===== config.mk =====
export PLATFORM = sky130hd
export DESIGN_NAME = iht_source
export DESIGN_NICKNAME = d
export VERILOG_FILES = /design/src/rtl/iht_pkg.sv /design/src/rtl/iht_raster.sv /design/src/rtl/iht_source.sv
export SDC_FILE = /design/constraint.sdc
export NUM_CORES = 1
export LEC_CHECK = 0
export ABC_AREA = 0
export BUFFER_PORTS_ARGS = -buffer_cell sky130_fd_sc_hd__clkbuf_2
export CORE_MARGIN = 3
export CORE_UTILIZATION = 50
export DETAILED_ROUTE_END_ITERATION = 16
export PLACE_DENSITY = 0.77
export SYNTH_ARGS = -nofsm -noshare
export SYNTH_HDL_FRONTEND = slang
export SYNTH_SLANG_ARGS = --single-unit

===== constraint.sdc =====
create_clock -name clk_i -period 3.4 [get_ports clk_i]
set_input_delay 0.17 -clock clk_i [delete_from_list [all_inputs] [get_ports clk_i]]
set_output_delay 0.17 -clock clk_i [all_outputs]
set_load 0.02 [all_outputs]

===== src/rtl/iht_pkg.sv =====
package iht_pkg;

  // Configuration register file
  localparam int unsigned CFG_ADDR_BITS  = 3;
  localparam int unsigned CFG_DATA_BITS  = 16;
  localparam int unsigned GEOM_REG_BITS  = 11;
  localparam int unsigned THR_BITS       = 16;
  localparam int unsigned PASS_REG_BITS  = 4;

  typedef enum logic [CFG_ADDR_BITS-1:0] {
    REG_FRAME_WIDTH      = 3'd0,
    REG_FRAME_HEIGHT     = 3'd1,
    REG_STRONG_THRESHOLD = 3'd2,
    REG_WEAK_THRESHOLD   = 3'd3,
    REG_PASS_COUNT       = 3'd4,
    REG_EXT_CONTOUR_MODE = 3'd5
  } cfg_reg_e;

  localparam logic [GEOM_REG_BITS-1:0] RST_FRAME_WIDTH      = 11'd512;
  localparam logic [GEOM_REG_BITS-1:0] RST_FRAME_HEIGHT     = 11'd512;
  localparam logic [THR_BITS-1:0]      RST_STRONG_THRESHOLD = 16'd400;
  localparam logic [THR_BITS-1:0]      RST_WEAK_THRESHOLD   = 16'd80;
  localparam logic [PASS_REG_BITS-1:0] RST_PASS_COUNT       = 4'd1;
  localparam logic                     RST_EXT_CONTOUR_MODE = 1'b0;

  // Default sizing
  localparam int unsigned DEF_MAX_WIDTH      = 1024;
  localparam int unsigned DEF_MAX_HEIGHT     = 1024;
  localparam int unsigned DEF_MAX_PASSES     = 8;
  localparam int unsigned DEF_INTENSITY_BITS = 16;

  // Output pixel codes
  localparam logic [7:0] PIXEL_EDGE       = 8'd0;
  localparam logic [7:0] PIXEL_BACKGROUND = 8'd255;

  // Input command codes
  localparam logic CMD_PIXEL = 1'b0;
  localparam logic CMD_FLUSH = 1'b1;

  // Control bundle that travels from cell to cell with every item slot.
  typedef struct packed {
    logic valid;      // slot carries an accepted item
    logic fired;      // the producing stage emitted a pixel for this item
    logic mark;       // contour bit of that pixel
    logic res_valid;  // the selected stage produced the result of this item
    logic res_mark;   // contour bit of the result
    logic res_fe;     // result is the last pixel of its frame
  } chain_ctl_t;

endpackage


===== src/rtl/iht_raster.sv =====
module iht_raster #(
  parameter int unsigned MAX_WIDTH  = iht_pkg::DEF_MAX_WIDTH,
  parameter int unsigned MAX_HEIGHT = iht_pkg::DEF_MAX_HEIGHT,
  localparam int unsigned WW = $clog2(MAX_WIDTH + 1),
  localparam int unsigned HW = $clog2(MAX_HEIGHT + 1),
  localparam int unsigned CW = (MAX_WIDTH > 1) ? $clog2(MAX_WIDTH) : 1,
  localparam int unsigned RW = (MAX_HEIGHT > 1) ? $clog2(MAX_HEIGHT) : 1
) (
  input  logic          clk_i,
  input  logic          rst_ni,
  input  logic          step_i,
  input  logic [WW-1:0] width_i,
  input  logic [HW-1:0] height_i,
  output logic [RW-1:0] row_o,
  output logic [CW-1:0] col_o,
  output logic          frame_end_o
);

  logic [RW-1:0] row_q, row_d;
  logic [CW-1:0] col_q, col_d;
  logic [WW-1:0] col_inc;
  logic [HW-1:0] row_inc;

  assign col_inc = WW'(col_q) + WW'(1);
  assign row_inc = HW'(row_q) + HW'(1);

  always_comb begin
    row_d = row_q;
    col_d = col_q;
    if (col_inc >= width_i) begin
      col_d = '0;
      if (row_inc >= height_i) begin
        row_d = '0;
      end else begin
        row_d = row_inc[RW-1:0];
      end
    end else begin
      col_d = col_inc[CW-1:0];
    end
  end

  always_ff @(posedge clk_i or negedge rst_ni) begin
    if (!rst_ni) begin
      row_q <= '0;
      col_q <= '0;
    end else if (step_i) begin
      row_q <= row_d;
      col_q <= col_d;
    end
  end

  assign row_o       = row_q;
  assign col_o       = col_q;
  assign frame_end_o = (WW'(col_q) == width_i - WW'(1)) && (HW'(row_q) == height_i - HW'(1));

endmodule


===== src/rtl/iht_source.sv =====
module iht_source #(
  parameter int unsigned MAX_WIDTH      = iht_pkg::DEF_MAX_WIDTH,
  parameter int unsigned MAX_HEIGHT     = iht_pkg::DEF_MAX_HEIGHT,
  parameter int unsigned INTENSITY_BITS = iht_pkg::DEF_INTENSITY_BITS,
  localparam int unsigned WW = $clog2(MAX_WIDTH + 1),
  localparam int unsigned HW = $clog2(MAX_HEIGHT + 1),
  localparam int unsigned CMPW = (INTENSITY_BITS > iht_pkg::THR_BITS) ?
                                 INTENSITY_BITS : iht_pkg::THR_BITS
) (
  input  logic                             clk_i,
  input  logic                             rst_ni,
  input  logic                             en_i,
  input  logic                             in_valid_i,
  input  logic                             cmd_i,
  input  logic [INTENSITY_BITS-1:0]        intensity_i,
  input  logic                             contour_i,
  input  logic [WW-1:0]                    width_i,
  input  logic [HW-1:0]                    height_i,
  input  logic [iht_pkg::THR_BITS-1:0]     strong_i,
  input  logic                             ext_mode_i,
  input  logic                             tap_zero_i,
  output iht_pkg::chain_ctl_t              ctl_o,
  output logic [INTENSITY_BITS-1:0]        intensity_o
);

  iht_pkg::chain_ctl_t           ctl_q;
  logic [INTENSITY_BITS-1:0]     inten_q;
  logic                          pixel;
  logic                          mark;
  logic                          frame_end;

  assign pixel = in_valid_i && (cmd_i == iht_pkg::CMD_PIXEL);
  assign mark  = ext_mode_i ? contour_i : (CMPW'(intensity_i) >= CMPW'(strong_i));

  iht_raster #(
    .MAX_WIDTH  (MAX_WIDTH),
    .MAX_HEIGHT (MAX_HEIGHT)
  ) u_raster (
    .clk_i       (clk_i),
    .rst_ni      (rst_ni),
    .step_i      (en_i && pixel),
    .width_i     (width_i),
    .height_i    (height_i),
    .row_o       (),
    .col_o       (),
    .frame_end_o (frame_end)
  );

  always_ff @(posedge clk_i or negedge rst_ni) begin
    if (!rst_ni) begin
      ctl_q <= '0;
    end else if (en_i) begin
      ctl_q.valid     <= in_valid_i;
      ctl_q.fired     <= pixel;
      ctl_q.mark      <= mark;
      ctl_q.res_valid <= pixel && tap_zero_i;
      ctl_q.res_mark  <= mark;
      ctl_q.res_fe    <= frame_end;
    end
  end

  always_ff @(posedge clk_i) begin
    if (en_i) begin
      inten_q <= intensity_i;
    end
  end

  assign ctl_o       = ctl_q;
  assign intensity_o = inten_q;

endmodule


Yosys cells after proc, flatten, opt, wreduce, memory -nomap -nowiden:

Cells that the tools add are included.
Widths: inputs -> output; s select.

* bits of input ports: 62
* bits in registers: 41
* word-level logic and storage cells: 26
* output and inout port bits: 22

* equality and inequality tests: 2
* muxes and demuxes: 3
* $add $sub $neg: 4
* bitwise operators: 1
* $lt $le $gt $ge: 3
* reduce and logical (&&, ||, !) cells: 5

Operators by type and width (count)
* $add 10x1->11 const B: 2
* $eq 10x11->1: 2
* $ge 11x11->1: 2
* $sub 11x1->11 const B: 2
* $mux 10: 2
* $ge 16x16->1: 1
* $logic_and 1x1->1: 4
* $reduce_and 2->1: 1
* $mux 1: 1
* $not 1->1: 1

Logic depth before layout (Yosys ltp):

* word-level depth: 4
* depth in mapped cells: 13

By module:

A second synthesis with hierarchy kept.

* cells, all modules: 374
* area total of the unflattened synthesis: 3422.0 sq um

By module, submodules not included
* iht_raster: cells an instance 289, seq. area each 500.5 sq um, area an instance 2334.7 sq um, times used 1
* iht_source: cells an instance 85, seq. area each 605.6 sq um, area an instance 1087.3 sq um, times used 1

Worst setup path before layout:

OpenSTA, ideal clock, no wires.

* path kind: register to register
* start point: register u_raster.row_q[0] (netlist: u_raster.row_o[0])
* end point: register u_raster.row_q[2] (netlist: u_raster.row_o[2])
* buffers on the path: 1
* arrival time: 2602 ps
* stages on the path, launching flop included: 13
* library setup time: 82 ps
* path slack: 716 ps
* clock period less this slack: 2684 ps
* cells stage by stage: dfrtp_1 > ha_1 > nand3_1 > nor2_1 > and3_1 > xnor2_1 > inv_1 > ha_1 > o211ai_1 > o21ai_0 > or3b_1 > buf_2 > o22ai_1

* word-level cells in the longest chain between the ends: 3

Ends and longest elaborated chain
* from (decl): RTL line iht_raster.sv:19 `logic [RW-1:0] row_q, row_d;`
* from (signal assigned): RTL line iht_raster.sv:47 `row_q <= row_d;`
* $add 10x1->11 (*): RTL line iht_raster.sv:25 `assign row_inc = HW'(row_q) + HW'(1);`
* $ge 11x11->1: RTL line iht_raster.sv:32 `if (row_inc >= height_i) begin`
* $mux 10 (*): RTL line iht_raster.sv:32

Mark *: on every way between the ends. The rest lies on a longest branch, timed or not.
A chain may end at the register's enable or synchronous reset.

Worst setup path in the final report:

* start point: register u_raster.row_q[0] (netlist: u_raster.row_o[0])
* end point: register u_raster.row_q[6] (netlist: u_raster.row_o[6])

The elaborated chain is that of the path after synthesis.

==> metrics <==
status=completed; commonest non-fill, non-tap cell in the layout=clkbuf_2; Final Slew Violations=0; Clk pwr share=28.8%; Final Hold Violating Endpoints=0; Syn Area/Cell=8.80 µm²; Synth Flop Type=dfrtp_1; Flop pwr share=44.4%; Final Skew=0.00722 ns; pin count of the biggest net entering global routing=26; Net Switching=425 µW; Synth Area in XOR/XNOR=10.8%; FMAX=323 MHz; Req. time, crit path=3.60 ns; hold worst-path end=intensity_o[10]; Slew @ Worst Pin=0.668 ns; end-of-flow core utilization=61.6%; DR pass1 iterations=4; Async S/R FF share, synth=61.0%; Yosys reg bits=41; HPWL Detailed=6470 µm; worst-path cell chain=ha_1 -> nand3_1 -> nor2_1 -> and3_1 -> xnor2_1 -> inv_1 -> ha_1 -> o211ai_1 -> o21ai_0 -> or3b_1 -> o22ai_1; Initial DRC Count=147; GR Util met3=5.64%; main combinational cell family by area after synthesis=simple AND/OR/NAND/NOR gates; slowest CP cell=or3b_1; Max transition margin=55.4%; cell mode on critical path=ha_1; clock slew at reported path FFs=0.08 ns; WHS Path Cells=1; n_diodes=0; die height=87.6 µm; number of synthesized flops with an enable pin=16; Lkg Pwr=2.03 nW; first-pass GRT wire length=13200 µm; Die Width=87.6 µm; unrepaired setup endpoints after global routing=no; total detailed-routing wirelength=7840 µm; launch point of the worst reg-to-reg path=u_raster.row_o[0]; CTS tree=built; crit path launch type=flop; CTS Sinks=41; io pins=84; Row Count=29; total negative slack=0 ns; Worst path top cell family by delay=simple AND/OR/NAND/NOR gates; clock buffer count from CTS=5; Root Driver=clkbuf_8; post-CTS setup buffer count=0; design area=3930 µm²; clk_lat worst skew=0.29 ns; P&R area growth vs syn=18.2%; reg2reg setup slack=0.31 ns; worst reg-to-reg path cell count=11; Post-DP Area=3810 µm²; Overall Global Routing Usage=21.9%; core area=6390 µm²; max incr delay on CP=0.59 ns; initial antenna violation count=0; maximum clock path buffer count=2; maximum vdd drop=0.000206 V; fin crit share=91.0%; endpoints failing setup=0; Yosys warning count=0; Setup crit end kind=flop; met1 Usage GRT=28.7%; busiest grt layer=met2; grt ovf=0; share of layout cells above drive strength 1=21.2%; Int Pwr=936 µW; register area share after synthesis=33.2%; Gate power share=26.8%; Buf/Inv on CP=1; Mapped Cells=378; via density per instance=5.48; Final nets=566; ranking of synthesized cells by area=dfrtp_1 (19%), ha_1 (16%), edfxtp_1 (14%); vias=2959; Routed Antenna Nets=0; hold crit path type=in -> reg; R2R Path End=u_raster.row_o[6]; Hold Crit Start=intensity_i[10]; most frequent cells in the layout=clkbuf_2 (83), inv_1 (52), ha_1 (42); max_cap viols=0; Switching Share=31.2%; H-tree levels=2; met2 Use GR=36.1%; min cycle time layout=3.09 ns; Port-buffer cells=83; Max FO, Critical Path=10; Worst Path Arrival=3.30 ns; Yosys top cell area share=18.8%; Synth Area in Compound Gates=12.9%; Mapped Nets=482; area fraction in and, or, nand and nor cells after synthesis=19.3%; post-synth cell types=46; post-synthesis adder-cell area fraction=15.8%; Worst Setup Path Type=reg -> reg; Remaining DRCs=0; Starting Density=52.1%; WL/cell=14.5 µm; vias in the first global route=2893; pwr dens=346 nW/µm²; mux cell area share after synthesis=0.940%; routability cong.=0.917; dominant cell type by area after synthesis=dfrtp_1; Synth Cell Area=3330 µm²; Die ar.=7670 µm²
-- cell usage after synthesis (7+ instances only) --
cell and number:
inv_1 52, ha_1 42, nand2_1 41, dfrtp_1 25, xnor2_1 25, a21oi_1 16
edfxtp_1 16, nand3_1 16, xor2_1 16, nor2_1 15, o21ai_0 14, nand2b_1 11
o21ai_1 9, a21o_1 8, nor3_1 8, nand4_1 7
-- power groups by stage --
stage / clock [mW] / combinational (mW) / sequential [mW]
finish: 0.392 / 0.365 / 0.604
global route: 0.427 / 0.417 / 0.610
CTS: 0.408 / 0.368 / 0.603
detailed placement: 0 / 0.364 / 0.613
global placement: 0 / 0.353 / 0.610
floorplan: 0 / 0.221 / 0.619
-- worst register-to-register path, cell delays in order, from the launching register on --
cell and delay (ns):
dfrtp_1 0.43, ha_1 0.26, nand3_1 0.16, nor2_1 0.25, and3_1 0.20, xnor2_1 0.14
inv_1 0.06, ha_1 0.27, o211ai_1 0.21, o21ai_0 0.20, or3b_1 0.59, o22ai_1 0.23
-- registers in the layout (all words and copies together), names as in the netlist --
register,cells
u_raster.col_o,10
ctl_o,5
intensity_o,16
u_raster.row_o,10
-- final cells by class --
type	count	area [µm²]
clock buffers	6	72.6
clock inverters	2	35.0
fillers	549	2450
inverters	52	195
multi-input cells	276	1990
flip-flops and latches	41	1110
well taps	77	96.3
repair buffers	86	440
-- logic make-up (layout without fill, tap and decap cells) --
logic type      count (synthesis)  in the layout
compound gates                 68             68
xor+xnor                       41             41
fa+ha+maj                      42             42
buf+inv                        61            146
flops                          41             41
mux                             3              3
simple gates                  122            122
-- worst max path at each step --
stage	start	endpoint	slack, ns	cells past startpoint
floorplan	u_raster.row_o[0]	u_raster.row_o[2]	0.72	12
global placement	u_raster.row_o[0]	u_raster.row_o[5]	0.48	11
detailed placement	u_raster.row_o[0]	u_raster.row_o[9]	0.39	11
CTS	u_raster.row_o[0]	u_raster.row_o[9]	0.36	11
global route	u_raster.row_o[0]	u_raster.row_o[6]	0.08	11
finish	u_raster.row_o[0]	u_raster.row_o[6]	0.31	11
-- routing by layer --
metal	vias to the layer above	wire length, µm
met5	-	0
met4	0	79
met3	6	654
met2	113	3650
met1	1358	3460
li1	1482	-
-- per-stage QoR --
step                      power, mW  cells  hold WS (ns)  setup slack (ns)
after floorplan               0.841    378        -0.126             0.716
after global placement        0.963    531         0.240             0.480
after detailed placement      0.977    531         0.249             0.388
after CTS                      1.38    540        0.0566             0.358
after global routing           1.45    540        0.0538            0.0847
final                          1.36    540        0.0696             0.306
-- repair_timing --
item                      4_1_cts  5_1_grt
hold endpoints to repair       25        0
hold buffers                    1        0
gates resized for setup         0        0
Note: power is estimated with default switching activity, not from simulation.
